==> src/design/dfbp_pkg.sv <==
// Shared types and constants for the five-bit dictionary code packer.
// No dependencies; every design file refers to it by scoped names.
package dfbp_pkg;

  localparam int KEY_ENTRIES_DEFAULT = 31;
  localparam int CODE_BITS           = 5;
  localparam int KEY_CHARS_MAX       = 31;

  localparam logic [CODE_BITS-1:0] END_CODE = 5'h1F;

  localparam int QUEUE_DEPTH = 4;
  localparam int QPTR_W      = $clog2(QUEUE_DEPTH);

  localparam int ADDR_W = 6;
  localparam int DATA_W = 64;

  typedef enum logic {
    REQ_CHAR = 1'b0,
    REQ_END  = 1'b1
  } req_t;

  typedef enum logic [2:0] {
    REG_KEY_LOW      = 3'd0,
    REG_KEY_MID_LOW  = 3'd1,
    REG_KEY_MID_HIGH = 3'd2,
    REG_KEY_HIGH     = 3'd3,
    REG_KEY_LENGTH   = 3'd4
  } cfg_reg_t;

  typedef struct packed {
    req_t       req_type;
    logic [7:0] char_in;
  } in_word_t;

  typedef struct packed {
    logic [7:0] out_byte;
    logic       last_byte;
    logic       unmatched_seen;
  } out_word_t;

  typedef struct packed {
    req_t                 req_type;
    logic [CODE_BITS-1:0] code;
    logic                 miss;
  } qentry_t;

  typedef struct packed {
    logic [QPTR_W:0] count;
    logic            full;
    logic            not_empty;
  } queue_status_t;

  typedef struct packed {
    logic       second_pend;
    logic       miss;
    logic [2:0] pending_count;
  } back_status_t;

endpackage

==> src/design/dfbp_queue.sv <==
// Short queue of classified entries between front and back ends.
// Register array with wrapping pointers. Uses dfbp_pkg.
module dfbp_queue (
  input  logic                    clk,
  input  logic                    rst,
  input  logic                    push,
  input  dfbp_pkg::qentry_t       push_entry,
  input  logic                    pop,
  output dfbp_pkg::qentry_t       head,
  output dfbp_pkg::queue_status_t status
);

  dfbp_pkg::qentry_t entries [dfbp_pkg::QUEUE_DEPTH];

  logic [dfbp_pkg::QPTR_W-1:0] wr_ptr;
  logic [dfbp_pkg::QPTR_W-1:0] rd_ptr;
  logic [dfbp_pkg::QPTR_W:0]   count;

  always_ff @(posedge clk) begin
    if (rst) begin
      wr_ptr <= '0;
      rd_ptr <= '0;
      count  <= '0;
    end else begin
      if (push) wr_ptr <= wr_ptr + 1'b1;
      if (pop)  rd_ptr <= rd_ptr + 1'b1;
      unique case ({push, pop})
        2'b10:   count <= count + 1'b1;
        2'b01:   count <= count - 1'b1;
        default: ;
      endcase
    end
  end

  always_ff @(posedge clk) begin
    if (push) entries[wr_ptr] <= push_entry;
  end

  assign head             = entries[rd_ptr];
  assign status.count     = count;
  assign status.full      = (count == (dfbp_pkg::QPTR_W+1)'(dfbp_pkg::QUEUE_DEPTH));
  assign status.not_empty = (count != '0);

endmodule

==> config.mk <==
export PLATFORM = sky130hd
export DESIGN_NAME = dfbp_queue
export DESIGN_NICKNAME = d
export VERILOG_FILES = /design/src/design/dfbp_pkg.sv /design/src/design/dfbp_queue.sv
export SDC_FILE = /design/constraint.sdc
export NUM_CORES = 1
export LEC_CHECK = 0
export BUFFER_PORTS_ARGS = -buffer_cell sky130_fd_sc_hd__buf_2
export CAP_MARGIN = 0
export CELL_PAD_IN_SITES_DETAIL_PLACEMENT = 1
export CELL_PAD_IN_SITES_GLOBAL_PLACEMENT = 2
export CORE_MARGIN = 3
export CORE_UTILIZATION = 31
export DETAILED_ROUTE_END_ITERATION = 8
export PLACE_DENSITY_LB_ADDON = 0.1
export SLEW_MARGIN = 20
export SYNTH_ARGS = -nofsm -noshare
export SYNTH_HDL_FRONTEND = slang
export SYNTH_SLANG_ARGS = --single-unit
==> constraint.sdc <==
create_clock -name clk -period 4.2 [get_ports clk]
set_clock_uncertainty 0.2 [all_clocks]
set_input_delay 0.42 -clock clk [delete_from_list [all_inputs] [get_ports clk]]
set_output_delay 0.42 -clock clk [all_outputs]
set_load 0.05 [all_outputs]
Word-level counts from Yosys, hierarchy flattened
Memory sizes are Yosys's and may differ from the RTL's. A register that Yosys moved wholly into a read port is not among the register bits.
Cells that the tools add are included.
Storage, ports and cells
  memories kept: 1
  memory bits (writable): 28
  logic and storage cells: 18
  register bits: 7
Cells by class
  equal/unequal tests: 3
  muxes and demuxes: 5
  reduce and logical (&&, ||, !) cells: 2
  $add $sub $neg: 4
Memories
  entries: depth 4, width 7, read ports 1, clocked after Yosys merged registers in 1, wr ports 1, RTL line dfbp_queue.sv:13  | dfbp_pkg::qentry_t entries [dfbp_pkg::QUEUE_DEPTH];
Operators by type and width (count)
  case mux 3 bit (2 select lines): 1
  adder 2 x 1 -> 2 bit, second input constant: 2
  two-way mux 2 bit: 2
  adder 3 x 1 -> 3 bit, second input constant: 1
  == test 3 bit, second input constant: 1
  nonzero test 3 bit: 1
  subtractor 3 x 1 -> 3 bit, second input constant: 1
  == test 2 x 1 -> 1 bit, second input constant: 1
  == test 2 bit, second input constant: 1
  two-way mux 1 bit: 2
  nonzero test 2 bit: 1

Logic depth before layout (Yosys ltp)
  depth in word-level cells: 3
  depth in mapped cells: 6
  depth with buffers taken out: 6

Worst setup path before layout
Ideal clock, no wire load.
  kind: register to output
  start: reg count[2] (netlist bit)
  end: out status[1] (netlist bit)
  arrival: 1869 ps
  stages on the path, launching flop included: 2
  path buffers: 0
  required time: 3580 ps
  setup slack: 1711 ps
  cell sequence: dfxtp_1 nor3b_1
RTL lines
  from (decl): RTL line dfbp_queue.sv:17  | logic [dfbp_pkg::QPTR_W:0] count;
  from (signal assigned): RTL line dfbp_queue.sv:28  | 2'b10: count <= count + 1'b1;
  from (signal assigned): RTL line dfbp_queue.sv:29  | 2'b01: count <= count - 1'b1;
  to (decl): RTL line dfbp_queue.sv:10  | output dfbp_pkg::queue_status_t status

==> flow_summary.toml <==
[global_routing]
track_usage_pct = 10.3
grt_pass1_wl_um = 3950
antenna_found_initial = 0
grt_pass1_vias = 764
grt-ovfl-total = 0
grt_max_degree = 12

[floorplanning]
pin_count = 23
core_mm2 = 0.00441
std_cell_rows = 24
fp.dieW_um = 74.2
initial_core_util_pct = 32.6
die_area_mm2 = 0.00550
chipHeight_um = 74.2

[timing]
whs_ns = 0.164
hold_violations = 0
max_freq_ghz = 0.429
finalCritPeriodShare_pct = 55.5
fin_setup_tns_ns = 0
fin_crit_ns = 2.33
setup_viol = 0
rsz0062_at_grt = "false"
tightest_slew_ns = 0.502
slew_violations = 0
relSlewSlack_pct = 66.5

[synth]
postSynth.asyncResetShare_pct = 0
ys_types = 18
synthAdderAreaFrac_pct = 5.73
synthXorXnorAreaFrac_pct = 3.04
synthSimpleGateAreaFrac_pct = 5.21
synth_edf_count = 28
synth_top_family_by_area = "multiplexers"
synth_top_area_cell = "edfxtp_1"
synthTopCellsByArea = "edfxtp_1 (58%), dfxtp_1 (13%), mux4_2 (11%)"
avgSynthCellArea_um2 = 18.0
yosysWarnings = 0
synth_compound_area_share_pct = 0.695
yosysTopAreaCellShare_pct = 58.4
synthCells = 80
syn-num-nets = 97
ys_ff_latch = 37
synth-main-ff-cell = "edfxtp_1"
synth.mux.area_fraction_pct = 12.3
synthesis.area_mm2 = 0.00144
synth-seq-area-share_pct = 70.9

[worst_setup_path]
crit_arrival_ns = 1.71
end_kind = "primary output"
reg2reg_depth = 4
crit_path_start_kind = "flip-flop"
r2r-start = "count[0]$_SDFFE_PP0P_"
crit_fanout = 7
crit_type = "flip-flop to primary output"
r2r_end = "count[2]$_SDFFE_PP0P_"
rrSetupSlack_ns = 2.53
critPathRequiredTime_ns = 3.58

[final_layout]
final_util_pct = 38.0
antenna_cells = 0
final_layout_size_suffix_gt1_share_pct = 32.7
syn_to_final_growth_pct = 16.5
final_cells = 159
layout.nets = 123

[worst_hold_path]
hold_depth = 1
holdCritStartpoint = "push_entry[1]"
hold_path_end = "entries[1][1]$_DFFE_PP_"
hold_path_class = "primary input to flip-flop"

[run]
maxCapViolations = 0

[detailed_routing]
drcViolationCount = 0
viasPerCell = 4.57
vias = 726
detail_route.wl_per_cell_um = 15.5
wl_um = 2460
ant_nets = 0
first_iter_violations = 40
dr.pass1.iters = 3

[cts]
path_clk_slew_ns = 0.07
clk_path_buf_depth = 2
cts_root_buf = "clkbuf_8"
hold_buffers = 0
ctsResizeCount = 0
cts_setup_buffers = 0
cts.sinks = 37
cts_tree = "yes"
htree_levels = 2
insertion_delay_ns = 0.28
numCtsBuffers = 5

[power]
irDropWorstVdd_mv = 0.170
powerDensity_mw_per_mm2 = 480
p_leak_nw = 0.623
p_total_mw = 0.805

[status]
status = "completed"

[placement]
hpwlAfterDp_um = 1800
gp_congestion = 0.684
dpl.cell_count = 151
port_buffers = 22
stage by stage:
stage          instance area (um^2)  setup WS [ns]
2_1_floorplan                  1440           1.71
3_3_place_gp                   1600           2.10
3_5_place_dp                   1600           2.09
4_1_cts                        1680           1.81
5_1_grt                        1680           1.72
6_report                       1680           1.87
layout make-up:
type                            instances  area [um^2]
Tap cell                               52         65.1
Clock buffer                            5         68.8
Inverter                                3         11.3
Sequential cell                        37         1020
Multi-Input combinational cell         37          389
Fill cell                             446         2740
Clock inverter                          3         12.5
Timing Repair Buffer                   22          110
state kept, by name, indices dropped and copies added, names as in the netlist, named ones only:
register,flops
rd_ptr,2
wr_ptr,2
entries,28
count,3
placed cells by master, fill, tap and decap left out:
cell type  synthesis  layout
edfxtp_1          28      28
buf_2              0      22
dfxtp_1            9       9
mux4_2             7       7
nor2_1             7       7
ha_1               5       5
clkbuf_8           0       5
and2_1             4       4
inv_1              3       3
xnor2_1            3       3
or3_1              2       2
xor2_1             2       2
mux2i_1            2       2
clkinv_1           0       2
nor3b_1            1       1
nand2_1            1       1
o21ai_0            1       1
a21oi_1            1       1
fa_1               1       1
clkinv_2           0       1
worst max path at each step:
| stage | from | endpoint | slack (ns) | cells past startpoint |
|---|---|---|---|---|
| after CTS | flip-flop | head[5] | 1.81 | 2 |
| after global placement | push | count[2]$_SDFFE_PP0P_ | 2.10 | 7 |
| after global routing | flip-flop | head[1] | 1.72 | 2 |
| after floorplan | count[2]$_SDFFE_PP0P_ | status[1] | 1.71 | 1 |
| after detailed placement | push | count[2]$_SDFFE_PP0P_ | 2.09 | 7 |
| final | flip-flop | head[1] | 1.87 | 2 |
worst max-delay path, stage by stage (launching register included):
cell and delay [ns]:
dfxtp_1 0.64, mux4_2 0.57, buf_2 0.23
kinds of logic (layout without fill, tap and decap cells):
family	count (synthesis)	after routing
xor+xnor	5	5
simple gates	15	15
compound gates	2	2
fa+ha+maj	6	6
flops	37	37
buf+inv	6	33
mux	9	9
synth_stat cells, types with 2 or more instances:
cell type,instances
mux4_2,7
ha_1,5
clkbuf_1,2
xnor2_1,3
or3_1,2
dfxtp_1,9
nor2_1,7
edfxtp_1,28
inv_1,3
mux2i_1,2
xor2_1,2
and2_1,4
where the power goes:
| part | total [mW] | leakage, nW | switching [mW] | internal (mW) |
|---|---|---|---|---|
| Combinational | 0.148 | 0.249 | 0.101 | 0.0468 |
| Sequential | 0.435 | 0.331 | 0.0182 | 0.417 |
| Clock | 0.223 | 0.0430 | 0.111 | 0.111 |
| Total | 0.805 | 0.623 | 0.230 | 0.575 |
routing by layer:
metal  track usage, %  routed length, um
met5                0                  0
met4             6.64                 51
met3             3.38                 99
met2             15.6               1210
met1             12.5               1100
No activity file was read; power rests on OpenSTA's default activity.
