### config.mk
export PLATFORM = sky130hd
export DESIGN_NAME = dfbp_back
export DESIGN_NICKNAME = d
export VERILOG_FILES = /design/src/design/dfbp_pkg.sv /design/src/design/dfbp_back.sv
export SDC_FILE = /design/constraint.sdc
export NUM_CORES = 1
export LEC_CHECK = 0
export ABC_AREA = 0
export BUFFER_PORTS_ARGS = -buffer_cell sky130_fd_sc_hd__buf_2
export CORE_AREA = 2 2 89 91
export CTS_CLUSTER_SIZE = 28
export DETAILED_ROUTE_END_ITERATION = 10
export DIE_AREA = 0 0 91 93
export PLACE_DENSITY = 0.56
export SLEW_MARGIN = 10
export SYNTH_ARGS = -nofsm -noshare
export SYNTH_HDL_FRONTEND = slang
export SYNTH_SLANG_ARGS = --single-unit
### constraint.sdc
create_clock -name clk -period 3.78 [get_ports clk]
set_input_delay 0.756 -clock clk [delete_from_list [all_inputs] [get_ports clk]]
set_output_delay 0.756 -clock clk [all_outputs]
set_load 0.01 [all_outputs]
### src/design/dfbp_pkg.sv
// Shared types and constants for the five-bit dictionary code packer.
// No dependencies; every design file refers to it by scoped names.
package dfbp_pkg;

  localparam int KEY_ENTRIES_DEFAULT = 31;
  localparam int CODE_BITS           = 5;
  localparam int KEY_CHARS_MAX       = 31;

  localparam logic [CODE_BITS-1:0] END_CODE = 5'h1F;

  localparam int QUEUE_DEPTH = 4;
  localparam int QPTR_W      = $clog2(QUEUE_DEPTH);

  localparam int ADDR_W = 6;
  localparam int DATA_W = 64;

  typedef enum logic {
    REQ_CHAR = 1'b0,
    REQ_END  = 1'b1
  } req_t;

  typedef enum logic [2:0] {
    REG_KEY_LOW      = 3'd0,
    REG_KEY_MID_LOW  = 3'd1,
    REG_KEY_MID_HIGH = 3'd2,
    REG_KEY_HIGH     = 3'd3,
    REG_KEY_LENGTH   = 3'd4
  } cfg_reg_t;

  typedef struct packed {
    req_t       req_type;
    logic [7:0] char_in;
  } in_word_t;

  typedef struct packed {
    logic [7:0] out_byte;
    logic       last_byte;
    logic       unmatched_seen;
  } out_word_t;

  typedef struct packed {
    req_t                 req_type;
    logic [CODE_BITS-1:0] code;
    logic                 miss;
  } qentry_t;

  typedef struct packed {
    logic [QPTR_W:0] count;
    logic            full;
    logic            not_empty;
  } queue_status_t;

  typedef struct packed {
    logic       second_pend;
    logic       miss;
    logic [2:0] pending_count;
  } back_status_t;

endpackage

### src/design/dfbp_back.sv
// Back end: packs 5-bit codes MSB first into bytes, handles end flush,
// and holds the output register. Uses dfbp_pkg.
module dfbp_back (
  input  logic                    clk,
  input  logic                    rst,
  input  dfbp_pkg::qentry_t       head,
  input  dfbp_pkg::queue_status_t q_status,
  output logic                    pop,
  output logic                    out_valid,
  input  logic                    out_stall,
  output dfbp_pkg::out_word_t     out_word,
  output dfbp_pkg::back_status_t  status
);

  logic [6:0] pending_bits, pending_bits_next;
  logic [2:0] pending_count, pending_count_next;
  logic       miss_flag, miss_flag_next;
  logic       second_pend, second_pend_next;
  logic [7:0] second_byte, second_byte_next;
  logic       out_valid_next;
  dfbp_pkg::out_word_t out_word_next;

  logic                           can_load;
  logic [dfbp_pkg::CODE_BITS-1:0] code;
  logic [11:0]                    wide;
  logic [3:0]                     total;
  logic [2:0]                     rem;
  logic [15:0]                    aligned;
  logic [11:0]                    keep;
  logic                           miss_new;

  assign can_load = !out_valid || !out_stall;

  always_comb begin
    code     = (head.req_type == dfbp_pkg::REQ_END) ? dfbp_pkg::END_CODE : head.code;
    wide     = {pending_bits, code};
    total    = {1'b0, pending_count} + 4'(dfbp_pkg::CODE_BITS);
    rem      = 3'(total - 4'd8);
    aligned  = {4'b0000, wide} << (5'd16 - {1'b0, total});
    keep     = wide & ((12'd1 << rem) - 12'd1);
    miss_new = miss_flag | head.miss;
  end

  always_comb begin
    pop                = 1'b0;
    pending_bits_next  = pending_bits;
    pending_count_next = pending_count;
    miss_flag_next     = miss_flag;
    second_pend_next   = second_pend;
    second_byte_next   = second_byte;
    out_valid_next     = out_valid;
    out_word_next      = out_word;
    if (can_load) begin
      out_valid_next = 1'b0;
      if (second_pend) begin
        out_valid_next   = 1'b1;
        out_word_next    = '{out_byte: second_byte, last_byte: 1'b1,
                             unmatched_seen: miss_flag};
        second_pend_next = 1'b0;
      end else if (q_status.not_empty) begin
        pop = 1'b1;
        if (head.req_type == dfbp_pkg::REQ_CHAR) begin
          miss_flag_next = miss_new;
          if (total >= 4'd8) begin
            out_valid_next     = 1'b1;
            out_word_next      = '{out_byte: aligned[15:8], last_byte: 1'b0,
                                   unmatched_seen: miss_new};
            pending_bits_next  = keep[6:0];
            pending_count_next = rem;
          end else begin
            pending_bits_next  = wide[6:0];
            pending_count_next = total[2:0];
          end
        end else begin
          pending_bits_next  = '0;
          pending_count_next = '0;
          out_valid_next     = 1'b1;
          if (total <= 4'd8) begin
            out_word_next = '{out_byte: aligned[15:8], last_byte: 1'b1,
                              unmatched_seen: miss_flag};
          end else begin
            out_word_next    = '{out_byte: aligned[15:8], last_byte: 1'b0,
                                 unmatched_seen: miss_flag};
            second_pend_next = 1'b1;
            second_byte_next = aligned[7:0];
          end
        end
      end
    end
  end

  always_ff @(posedge clk) begin
    if (rst) begin
      pending_bits  <= '0;
      pending_count <= '0;
      miss_flag     <= 1'b0;
      second_pend   <= 1'b0;
      out_valid     <= 1'b0;
    end else begin
      pending_bits  <= pending_bits_next;
      pending_count <= pending_count_next;
      miss_flag     <= miss_flag_next;
      second_pend   <= second_pend_next;
      out_valid     <= out_valid_next;
    end
  end

  always_ff @(posedge clk) begin
    second_byte <= second_byte_next;
    out_word    <= out_word_next;
  end

  assign status.second_pend   = second_pend;
  assign status.miss          = miss_flag;
  assign status.pending_count = pending_count;

endmodule

# After elaboration in Yosys (flattened, before gate mapping)
# Index checks and enable logic that the tools add are counted.
dict set report word_totals {
  ff_bits 31
  in_bits 15
  output_inout_bits 17
  elab_cells 52
}
dict set report op_classes {
  add_sub_neg 4
  n_lt_le_gt_ge 2
  shift 2
  muxes 21
  n_bitwise 5
  n_reduce_logical 9
}
# operator n
set op_table {}
lappend op_table {{two-way mux 10 bit} 4}
lappend op_table {{<< shifter 12 x 5 -> 16 bit} 1}
lappend op_table {{two-way mux 7 bit} 2}
lappend op_table {{two-way mux 1 bit} 11}
lappend op_table {{bitwise AND 7 bit} 1}
lappend op_table {{<< shifter 1 x 3 -> 7 bit, first input constant} 1}
lappend op_table {{subtractor 7 x 1 -> 7 bit, second input constant} 1}
lappend op_table {{two-way mux 3 bit} 2}
lappend op_table {{AND reduction 3 bit} 2}
lappend op_table {{two-way mux 5 bit} 1}
lappend op_table {{AND reduction 5 bit} 1}
lappend op_table {{subtractor 5 x 4 -> 5 bit, first input constant} 1}
lappend op_table {{adder 3 x 3 -> 4 bit, second input constant} 1}
lappend op_table {{greater-or-equal comparator 4 bit, second input constant} 1}
lappend op_table {{<= comparator 4 bit, second input constant} 1}
lappend op_table {{AND reduction 4 bit} 1}
lappend op_table {{NOT 1 bit} 3}
lappend op_table {{nonzero test 3 bit} 1}
lappend op_table {{subtractor 3 x 1 -> 3 bit, second input constant} 1}
lappend op_table {{zero test 1 bit} 2}
lappend op_table {{two-way mux 2 bit} 1}
lappend op_table {{nonzero test 2 bit} 1}
lappend op_table {{logical OR 1 bit} 1}
lappend op_table {{OR 1 bit} 1}

# Longest topological paths before layout
# Gate-level depths: netlist (run 1).
dict set report logic_depth {
  ltp_word 7
  mapped_depth 11
  ltp_nobuf 10
}

# Worst setup path after synthesis (run 1)
# Ideal clock, no wire load.
dict set report synth_timing {
  path_kind {register to register}
  start {reg pending_count[1]}
  end {reg out_word[5] (netlist name), data pin}
  setup_time_ns 0.176
  t_arrival_ns 2.599
  required_ns 3.604
  setup_slack_ns 1.004
  path_stages_with_launch 10
  path_buffers 2
  synth_period_minus_slack_ns 2.776
  cell_sequence {dfxtp_1 ha_1 xor2_1 buf_2 ha_1 clkbuf_1 inv_1 mux4_2 nand3b_1 o311ai_2}
}
dict set report synth_via {
  elab_chain_len 7
}
# item line
set synth_rtl {}
lappend synth_rtl {{start, declared} dfbp_back.sv:16} ;# logic [2:0] pending_count, pending_count_next;
lappend synth_rtl {{start signal, assigned} dfbp_back.sv:101} ;# pending_count <= pending_count_next;
lappend synth_rtl {{adder 3 x 3 -> 4 bit *} dfbp_back.sv:37} ;# total = {1'b0, pending_count} + 4'(dfbp_pkg::CODE_BITS);
lappend synth_rtl {{subtractor 5 x 4 -> 5 bit *} dfbp_back.sv:39} ;# aligned = {4'b0000, wide} << (5'd16 - {1'b0, total});
lappend synth_rtl {{<< shifter 12 x 5 -> 16 bit *} dfbp_back.sv:39}
lappend synth_rtl {{two-way mux 10 bit} dfbp_back.sv:64} ;# if (total >= 4'd8) begin
lappend synth_rtl {{two-way mux 10 bit *} dfbp_back.sv:62} ;# if (head.req_type == dfbp_pkg::REQ_CHAR) begin
lappend synth_rtl {{two-way mux 10 bit *} dfbp_back.sv:60} ;# end else if (q_status.not_empty) begin
lappend synth_rtl {{two-way mux 10 bit *} dfbp_back.sv:55} ;# if (second_pend) begin
lappend synth_rtl {{end signal, assigned} dfbp_back.sv:110} ;# out_word <= out_word_next;
lappend synth_rtl {{end, declared} dfbp_back.sv:11} ;# output dfbp_pkg::out_word_t out_word,
# Mark *: on every way between the ends. The rest lies on a longest branch, timed or not. The select of a mux whose other input is x is not followed.
# A chain may end at the register's enable or synchronous reset.

# Worst setup path after layout (run 1)
# Same ends and word-level chain as after synthesis.

==> results of run 1 <==
[sequential cells by signal, indices dropped and copies added, names as in the netlist]
name,cells
out_word,10
second_byte,8
pending_bits,7
pending_count,3
miss_flag,1
out_valid,1
second_pend,1
[stage by stage]
| stage | setup slack [ns] | std cells | util | hold WS, ns |
|---|---|---|---|---|
| 6_report | 0.841 | 358 | 0.326 | 0.465 |
| 5_1_grt | 0.663 | 358 | 0.326 | 0.491 |
| 4_1_cts | 0.830 | 358 | 0.326 | 0.466 |
| 3_5_place_dp | 0.863 | 350 | 0.314 | 0.458 |
| 3_3_place_gp | 0.859 | 350 | 0.314 | 0.459 |
| 2_1_floorplan | 1.00 | 232 | - | 0.444 |
[synth_stat cells, types with 3 or more instances]
cell type / count
clkbuf_1: 6
o2111ai_1: 4
buf_6: 6
xnor2_1: 4
a21oi_1: 19
o21ai_0: 12
mux2_2: 5
o311ai_2: 4
nor3_1: 4
inv_1: 10
edfxtp_1: 18
nand3_1: 4
mux2i_1: 11
ha_1: 8
dfxtp_1: 13
nor2_1: 22
o221ai_1: 3
nand2_1: 24
buf_2: 3
[critical path: stages (launching register included)]
cell,delay (ns)
dfxtp_1,0.52
ha_1,0.43
xor2_1,0.17
buf_4,0.19
ha_1,0.25
buf_4,0.20
inv_1,0.21
mux4_2,0.52
nand3b_1,0.18
o311ai_2,0.09
[kinds of logic (layout without fill, tap and decap cells)]
| logic type | Yosys count | in the layout | share of synthesized area |
|---|---|---|---|
| XOR/XNOR | 5 | 5 | 0.0201 |
| AO/OA/AOI/OAI | 67 | 67 | 0.231 |
| flip-flops | 31 | 31 | 0.368 |
| AND/OR/NAND/NOR | 74 | 74 | 0.161 |
| buffers and inverters | 28 | 52 | 0.0743 |
| adder cells (fa/ha/maj) | 8 | 8 | 0.0461 |
| multiplexers | 19 | 19 | 0.0990 |
[metal layers]
layer | vias up | routed length (µm) | global-route usage
li1 | 902 | - | -
met1 | 816 | 2490 | 0.167
met5 | - | 0 | 0
met4 | 0 | 119 | 0.0518
met3 | 11 | 179 | 0.0266
met2 | 34 | 2430 | 0.213
[final cells by class]
cell class / instances / area [µm²] / share of cell area
Sequential cell: 31 / 801 / 0.327
Clock inverter: 1 / 3.75 / 0.00153
Multi-Input combinational cell: 173 / 1210 / 0.494
Timing Repair Buffer: 33 / 180 / 0.0735
Clock buffer: 7 / 86.3 / 0.0352
Tap cell: 102 / 128 / 0.0521
Inverter: 11 / 41.3 / 0.0168
[final timing paths]
check                         end  slack (ns)  cells past startpoint
setup / recovery      out_word[5]        0.84                      9
hold / removal    pending_bits[3]        0.47                      2
setup reg to reg      out_word[5]        0.84                      9
hold reg to reg   pending_bits[3]        0.47                      2
[layout by cell type (no fill, tap or decap), types with 2 or more instances in the layout]
| cell type | synthesis | routed |
|---|---|---|
| xnor2_1 | 4 | 4 |
| nand2_1 | 24 | 24 |
| and3_1 | 2 | 2 |
| o21ai_0 | 12 | 12 |
| nor3_1 | 4 | 4 |
| clkinv_1 | 1 | 2 |
| o21bai_1 | 2 | 2 |
| edfxtp_1 | 18 | 18 |
| o21ba_2 | 2 | 2 |
| o22ai_1 | 2 | 2 |
| buf_4 | 2 | 6 |
| a41oi_1 | 2 | 2 |
| o2bb2ai_1 | 2 | 2 |
| o221ai_1 | 3 | 3 |
| o2111ai_1 | 4 | 4 |
| nor3b_1 | 2 | 2 |
| nand3b_1 | 2 | 2 |
| ha_1 | 8 | 8 |
| or3_1 | 2 | 2 |
| nor2_1 | 22 | 22 |
| inv_1 | 10 | 10 |
| nand4_1 | 2 | 2 |
| a32oi_1 | 2 | 2 |
| mux2i_1 | 11 | 11 |
| or2_2 | 2 | 2 |
| buf_2 | 3 | 27 |
| clkbuf_8 | 0 | 6 |
| dfxtp_1 | 13 | 13 |
| nand3_1 | 4 | 4 |
| a21oi_1 | 19 | 19 |
| mux2_2 | 5 | 5 |
| o311ai_2 | 4 | 4 |
[power groups by stage]
stage               clock network, W  logic, W  registers (W)
global route                0.000291  0.000197       0.000387
CTS                         0.000272  0.000179       0.000385
detailed placement                 0  0.000178       0.000392
global placement                   0  0.000177       0.000392
finish                      0.000266  0.000178       0.000385
floorplan                          0  0.000126       0.000398
==> impl_metrics.toml, run 1 <==
[status]
outcome = "finished clean"

[clock_tree]
cts.repair.resized = 0
post_cts_buffers = 0
cts_hold_buf = 0
cts_inserted_buffers = 5
root_buffer = "clkbuf_8"
clock_sinks = 31
clockBufferDepth = 2
path_clk_slew_ns = 0.06
htreeDepth = 2
tritoncts = "done"
insertion_delay_ns = 0.28

[floorplanning]
core_um2 = 7530
io_pins = 32
rows = 32
dieArea_um2 = 8460
chipWidth_um = 91
start_util = 0.289
dieHeight_um = 93

[synth]
async_flop_share = 0
synth_edf_count = 18
synth-seq-cells = 31
yosysWarnings = 0
netlist_area_um2 = 2170
syn_area_per_cell_um2 = 9.37
synth_flop_cell = "edfxtp_1"
synth.yosys.seq_area_share = 0.368
synth_cells = 232
ys_types = 58
syn_nets = 255
synth_top_area_share = 0.249
post-synth-top-area-cell = "edfxtp_1"
synthTopCellsByArea = "edfxtp_1 (25%), dfxtp_1 (12%), mux2i_1 (5.1%)"

[final_layout]
drive_gt1_frac = 0.230
nNetsFinal = 278
area_delta_synth_final_pct = 12.8
diodes = 0
nFillCells = 824
final_cell_area_um2 = 2450

[timing]
finalSetupTns_ns = 0
setup_viol = 0
slew_headroom = 0.617
finClkSkew_ns = 0.00333
period_needed_ns = 2.94
worst_pin_slew_ns = 0.574
period_share = 0.778
max_freq_mhz = 340
rsz0062_at_grt = "false"
hold_violations = 0
drv_slew = 0

[routing]
wl_per_cell_um = 14.6
wirelength_um = 5220
first_pass_iters = 4
drc = 0
first_iter_violations = 104
drtAntennaViolNets = 0
drt-vias-per-instance = 4.92
vias = 1763

[placement]
dp_hpwl_um = 3830
gp_congestion = 0.880
placed_area_um2 = 2360
io_buffers = 27

[power_and_ir_drop]
p_per_area_nw_per_um2 = 338
p_switching_w = 0.000235
clockPowerShare = 0.321
switching_share = 0.284
ir_drop_v = 0.000151
p_int_w = 0.000594
power.leakage_nw = 0.903
power_w = 0.000829
p_comb_frac = 0.215
p_seq_frac = 0.464

[global_routing]
globalRouteOverflowTotal = 0
grt_pass1_wl_um = 8730
grt_max_degree = 25
grt_pass1_vias = 1737
grt.total_usage = 0.130
antenna_found_initial = 0

[run]
maxCapViolCount = 0

[setup_path]
worst_ep_arrival_time_ns = 3.05
critical_path_required_ns = 3.89
startpoint_type = "register"
startpoint = "pending_count[1]"
path_class = "register to register"
cp_max_fo = 18
end_kind = "register"
r2r-start = "pending_count[1]"

[min_path]
hp-start = "pending_bits[3]"
hold_path_class = "register to register"
(Power assumes the default switching activity.)
==> run 2: changes to the inputs <==
--- a/config.mk
+++ b/config.mk
@@ -5,13 +5,13 @@
 export SDC_FILE = /design/constraint.sdc
 export NUM_CORES = 1
 export LEC_CHECK = 0
-export ABC_AREA = 0
+export ABC_AREA = 1
 export BUFFER_PORTS_ARGS = -buffer_cell sky130_fd_sc_hd__buf_2
-export CORE_AREA = 2 2 89 91
+export CORE_AREA = 2 2 88 90
 export CTS_CLUSTER_SIZE = 28
 export DETAILED_ROUTE_END_ITERATION = 10
-export DIE_AREA = 0 0 91 93
-export PLACE_DENSITY = 0.56
+export DIE_AREA = 0 0 90 92
+export PLACE_DENSITY = 0.57
 export SLEW_MARGIN = 10
 export SYNTH_ARGS = -nofsm -noshare
 export SYNTH_HDL_FRONTEND = slang
==> constraint.sdc (replaced) <==
create_clock -name clk -period 3 [get_ports clk]
set_input_delay 0.6 -clock clk [delete_from_list [all_inputs] [get_ports clk]]
set_output_delay 0.6 -clock clk [all_outputs]
set_load 0.01 [all_outputs]
==> impl_metrics.toml, run 2 <==
[floorplanning]
dieHeight_um = 92
start_util = 0.288
rows = 32
io_pins = 32
core_um2 = 7450
dieArea_um2 = 8280
chipWidth_um = 90

[setup_path]
end_kind = "register"
r2r-end = "out_word[2]"
max_stage_delay_ns = 0.50
cp_max_fo = 17
cp_slowest_cell = "dfxtp_1"
r2r-start = "pending_count[1]"
cp_common_cell = "nand2_1"
startpoint_type = "register"
startpoint = "pending_count[1]"
critical_path_required_ns = 3.04
path_class = "register to register"
path_buf_inv = 4
reg2reg_depth = 13
timing.critical_path.to = "out_word[2]"
critPathTopFamily = "simple AND/OR/NAND/NOR gates"
worst_ep_arrival_time_ns = 2.46
path_cells = "ha_1 -> inv_1 -> nand2_1 -> nand2_1 -> ha_1 -> buf_4 -> clkinv_1 -> nand4_1 -> nand2_1 -> nand2_1 -> inv_1 -> nand2_1 -> nand2_1"
cp_num_cells = 13
reg2reg_slack_ns = 0.58

[global_routing]
met1_usage = 0.151
grt_max_degree = 19
grt_pass1_vias = 1680
grt_most_used_layer = "met2"
globalRouteOverflowTotal = 0
antenna_found_initial = 0
grt_use_met2 = 0.184
grt.total_usage = 0.116
use_met3 = 0.0329
grt_pass1_wl_um = 7800

[final_layout]
reg_top3 = "out_word (10), second_byte (8), pending_bits (7)"
drive_gt1_frac = 0.181
area_delta_synth_final_pct = 15.1
layout_commonest_cell = "nand2_1"
nNetsFinal = 342
largest-register = "out_word"
diodes = 0
final_cell_mix = "nand2_1 (104), buf_2 (27), inv_1 (23), nand3_1 (23)"
largest_reg_flops = 10

[clock_tree]
insertion_delay_ns = 0.28
post_cts_buffers = 0
cts_inserted_buffers = 5
clock_sinks = 31
htreeDepth = 2
path_clk_slew_ns = 0.07
cts_hold_buf = 0
clockBufferDepth = 2
cts.repair.resized = 0
root_buffer = "clkbuf_8"
tritoncts = "done"

[routing]
drtAntennaViolNets = 0
wirelength_um = 4660
first_pass_iters = 5
vias = 1876
drt-vias-per-instance = 4.45
drc = 0
wl_per_cell_um = 11.1
first_iter_violations = 116

[synth]
post-synth-top-area-cell = "edfxtp_1"
synthTopCellsByArea = "edfxtp_1 (25%), nand2_1 (18%), dfxtp_1 (12%)"
netlist_area_um2 = 2140
synth.yosys.seq_area_share = 0.374
synth-seq-cells = 31
synth_top_area_share = 0.252
async_flop_share = 0
ys_types = 37
synth_cells = 292
synth_commonest_cells = "nand2_1 (104), inv_1 (23), nand3_1 (23)"
synth_edf_count = 18
yosysMostFrequentCell = "nand2_1"
syn_nets = 315
synth_flop_cell = "edfxtp_1"
yosysWarnings = 0
syn_area_per_cell_um2 = 7.34

[timing]
max_freq_mhz = 413
drv_slew = 0
worst_pin_slew_ns = 0.500
slew_headroom = 0.666
hold_slack_ns = 0.466
finClkSkew_ns = 0.00704
hold_violations = 0
rsz0062_at_grt = "false"
setup_viol = 0
finalSetupTns_ns = 0
period_needed_ns = 2.42
period_share = 0.807

[power_and_ir_drop]
ir_drop_v = 0.000172
power.leakage_nw = 1.05
p_per_area_nw_per_um2 = 462

[placement]
dp_hpwl_um = 3710
gp_congestion = 0.852
io_buffers = 27

[run]
maxCapViolCount = 0

[min_path]
hold_path_class = "register to register"

[status]
outcome = "finished clean"
run 2: layer usage:
metal | part of all wire | vias to the layer above | wire length (µm)
met4 | 0.011 | 0 | 50
met1 | 0.48 | 819 | 2230
met2 | 0.47 | 34 | 2190
met5 | 0 | - | 0
met3 | 0.041 | 4 | 190
li1 | - | 1019 | -
run 2: worst min-delay path by stage:
stage / slack, ns / cells after the start / startpoint / to
6_report: 0.47 / 2 / pending_bits[6] / pending_bits[6]
5_1_grt: 0.49 / 2 / pending_bits[0] / pending_bits[0]
4_1_cts: 0.47 / 2 / pending_bits[6] / pending_bits[6]
3_5_place_dp: 0.46 / 2 / pending_bits[6] / pending_bits[6]
3_3_place_gp: 0.46 / 2 / pending_bits[0] / pending_bits[0]
2_1_floorplan: 0.44 / 2 / miss_flag / miss_flag
run 2: worst register-to-register path, delay by kind of cell (launching register included):
kind | cells | cell delay [ns]
and+or+nand+nor | 7 | 0.61
buffers and inverters | 4 | 0.57
adders and majority gates | 2 | 0.52
DFF | 1 | 0.50
run 2: stage by stage:
| stage | power, W | util | cells | instance area [µm²] | setup slack, ns |
|---|---|---|---|---|---|
| global placement | 0.000748 | 0.317 | 414 | 2360 | 0.630 |
| finish | 0.00114 | 0.331 | 422 | 2460 | 0.578 |
| floorplan | 0.000689 | - | 292 | 2140 | 0.627 |
| CTS | 0.00115 | 0.331 | 422 | 2460 | 0.600 |
| global route | 0.00121 | 0.331 | 422 | 2460 | 0.348 |
| detailed placement | 0.000750 | 0.317 | 414 | 2360 | 0.631 |
run 2: power breakdown:
part | total, W | internal, W | switching, W
sequential | 0.000489 | 0.000479 | 0.00000997
clock | 0.000398 | 0.000243 | 0.000155
combinational | 0.000252 | 0.0000865 | 0.000165
total | 0.00114 | 0.000808 | 0.000330
run 2: kinds of logic after synthesis:
group / synth area share
simple gates: 0.309
compound gates: 0.155
buf+inv: 0.0935
flops: 0.374
fa+ha+maj: 0.0467
mux: 0.00935
xor+xnor: 0.0129
run 2: area by class of cell:
class / count / area, µm²
Clock inverter: 3 / 38.8
Timing Repair Buffer: 32 / 173
Multi-Input combinational cell: 221 / 1140
Inverter: 28 / 115
Clock buffer: 5 / 68.8
Sequential cell: 31 / 801
Tap cell: 102 / 128
Fill cell: 821 / 4980
==> run 3: changes to the inputs <==
--- a/config.mk
+++ b/config.mk
@@ -11,7 +11,7 @@
 export CTS_CLUSTER_SIZE = 28
 export DETAILED_ROUTE_END_ITERATION = 10
 export DIE_AREA = 0 0 90 92
-export PLACE_DENSITY = 0.57
+export PLACE_DENSITY = 0.58
 export SLEW_MARGIN = 10
 export SYNTH_ARGS = -nofsm -noshare
 export SYNTH_HDL_FRONTEND = slang
==> constraint.sdc (replaced) <==
create_clock -name clk -period 2 [get_ports clk]
set_input_delay 0.4 -clock clk [delete_from_list [all_inputs] [get_ports clk]]
set_output_delay 0.4 -clock clk [all_outputs]
set_load 0.01 [all_outputs]
==> impl_metrics.toml, run 3 (synthesized netlist as in run 2, its figures left out) <==
[timing]
slew_headroom = 0.679
period_needed_ns = 1.87
finClkSkew_ns = 0.00913
worst_pin_slew_ns = 0.482
rsz0062_at_grt = "false"
max_freq_mhz = 535
finalSetupTns_ns = 0
hold_violations = 0
period_share = 0.934
drv_slew = 0
setup_viol = 0

[final_layout]
largest_reg_flops = 10
nFillCells = 808
fin_util = 0.368
reg_top3 = "out_word (10), second_byte (8), pending_bits (7)"
final_cell_mix = "nand2_1 (103), buf_2 (27), buf_4 (26)"
layout_commonest_cell = "nand2_1"
largest-register = "out_word"
diodes = 0
multi_input_area_um2 = 1200
stdcell_count = 448
area_delta_synth_final_pct = 27.9
drive_gt1_frac = 0.275
nNetsFinal = 368
register_area_um2 = 808

[run]
maxCapViolCount = 0

[routing]
wl_met1_um = 2480
first_pass_iters = 6
drtAntennaViolNets = 0
route.met3.wl_um = 200
wirelength_um = 5090
top_layer = "met4"
drt-vias-per-instance = 4.50
first_iter_violations = 129
vias = 2014
route.met2.wl_um = 2350
wl_per_cell_um = 11.4
drc = 0

[status]
outcome = "finished clean"

[clock_tree]
clock_sinks = 31
htreeDepth = 2
tritoncts = "done"
cts_inserted_buffers = 5
cts_hold_buf = 0
clockBufferDepth = 2
insertion_delay_ns = 0.28
path_clk_slew_ns = 0.07
root_buffer = "clkbuf_8"

[placement]
dp_hpwl_um = 3930
gp_congestion = 0.853
dp.cells = 433
io_buffers = 27

[global_routing]
grt_pass1_wl_um = 8380
grt_max_degree = 17
grt_pass1_vias = 1817
antenna_found_initial = 0
grt.total_usage = 0.124
globalRouteOverflowTotal = 0

[power_and_ir_drop]
p_comb_frac = 0.278
power.leakage_nw = 1.17
clockPowerShare = 0.284
p_int_w = 0.00114
ir_drop_v = 0.000199
p_per_area_nw_per_um2 = 609
power_w = 0.00167
switching_share = 0.314
p_switching_w = 0.000524
p_seq_frac = 0.438

[floorplanning]
core_um2 = 7450
dieArea_um2 = 8280
start_util = 0.288
rows = 32
io_pins = 32
dieHeight_um = 92
chipWidth_um = 90

[setup_path]
path_class = "register to register"
cp_max_fo = 5
worst_ep_arrival_time_ns = 1.91
end_kind = "register"
critical_path_required_ns = 2.04
startpoint_type = "register"

[min_path]
hold_path_class = "input pin to register"
[run 3: changes by cell type in the layout (fill, tap and decap cells not counted), sizes merged]
cell	previous run	this run
clkinv	4	5
bufinv	1	0
buf	32	57
clkbuf	5	6
[run 3: what timing repair did]
action	4_1_cts	5_1_grt
endpoints found under the setup margin	0	35
gates resized for setup	0	16
buffers inserted	0	6
[run 3: worst paths after layout]
| path | start | endpoint | slack, ns | cells past startpoint |
|---|---|---|---|---|
| worst max-delay path | pending_count[0] | out_word[7] | 0.13 | 11 |
| worst min-delay path | head[0] | miss_flag | 0.37 | 3 |
| worst max register to register | pending_count[0] | out_word[7] | 0.13 | 11 |
| worst min register to register | miss_flag | miss_flag | 0.47 | 2 |
[run 3: final cells by class]
cell class	instances	area share
timing repair buffer	57	0.142
clock buffer	6	0.0265
inverter	28	0.0466
multi-input combinational	221	0.438
tap	102	0.0466
clock inverter	2	0.00320
timing repair inverter	1	0.00228
sequential	31	0.295
[run 3: per-stage QoR]
| stage | hold WS, ns | worst slack [ns] | instance area, µm² |
|---|---|---|---|
| floorplan | 0.445 | 0.00141 | 2180 |
| global placement | 0.455 | 0.00518 | 2530 |
| finish | 0.371 | 0.131 | 2740 |
| global route | 0.402 | 0.0101 | 2740 |
| CTS | 0.374 | 0.00788 | 2610 |
| detailed placement | 0.458 | 0.0322 | 2530 |
[run 3: worst max-delay path, cell delays in order (launching register included)]
cell,delay [ns]
dfxtp_4,0.37
buf_4,0.14
inv_2,0.07
ha_4,0.21
nor2_2,0.11
nand2_2,0.10
xor2_4,0.20
buf_6,0.14
inv_8,0.06
nand3_1,0.08
nand3_1,0.10
nand2_1,0.05
[run 3: per-layer routing]
| layer | up-vias | global-route usage |
|---|---|---|
| met3 | 7 | 0.0271 |
| met4 | 0 | 0.0385 |
| met1 | 897 | 0.165 |
| met5 | - | 0 |
| met2 | 44 | 0.201 |
| li1 | 1066 | - |
[run 3: power by group through the flow]
stage | clock (W) | sequential [W] | combinational [W]
floorplan | 0 | 0.000761 | 0.000276
global placement | 0 | 0.000744 | 0.000417
detailed placement | 0 | 0.000745 | 0.000421
CTS | 0.000482 | 0.000731 | 0.000422
global route | 0.000509 | 0.000733 | 0.000519
finish | 0.000474 | 0.000731 | 0.000463
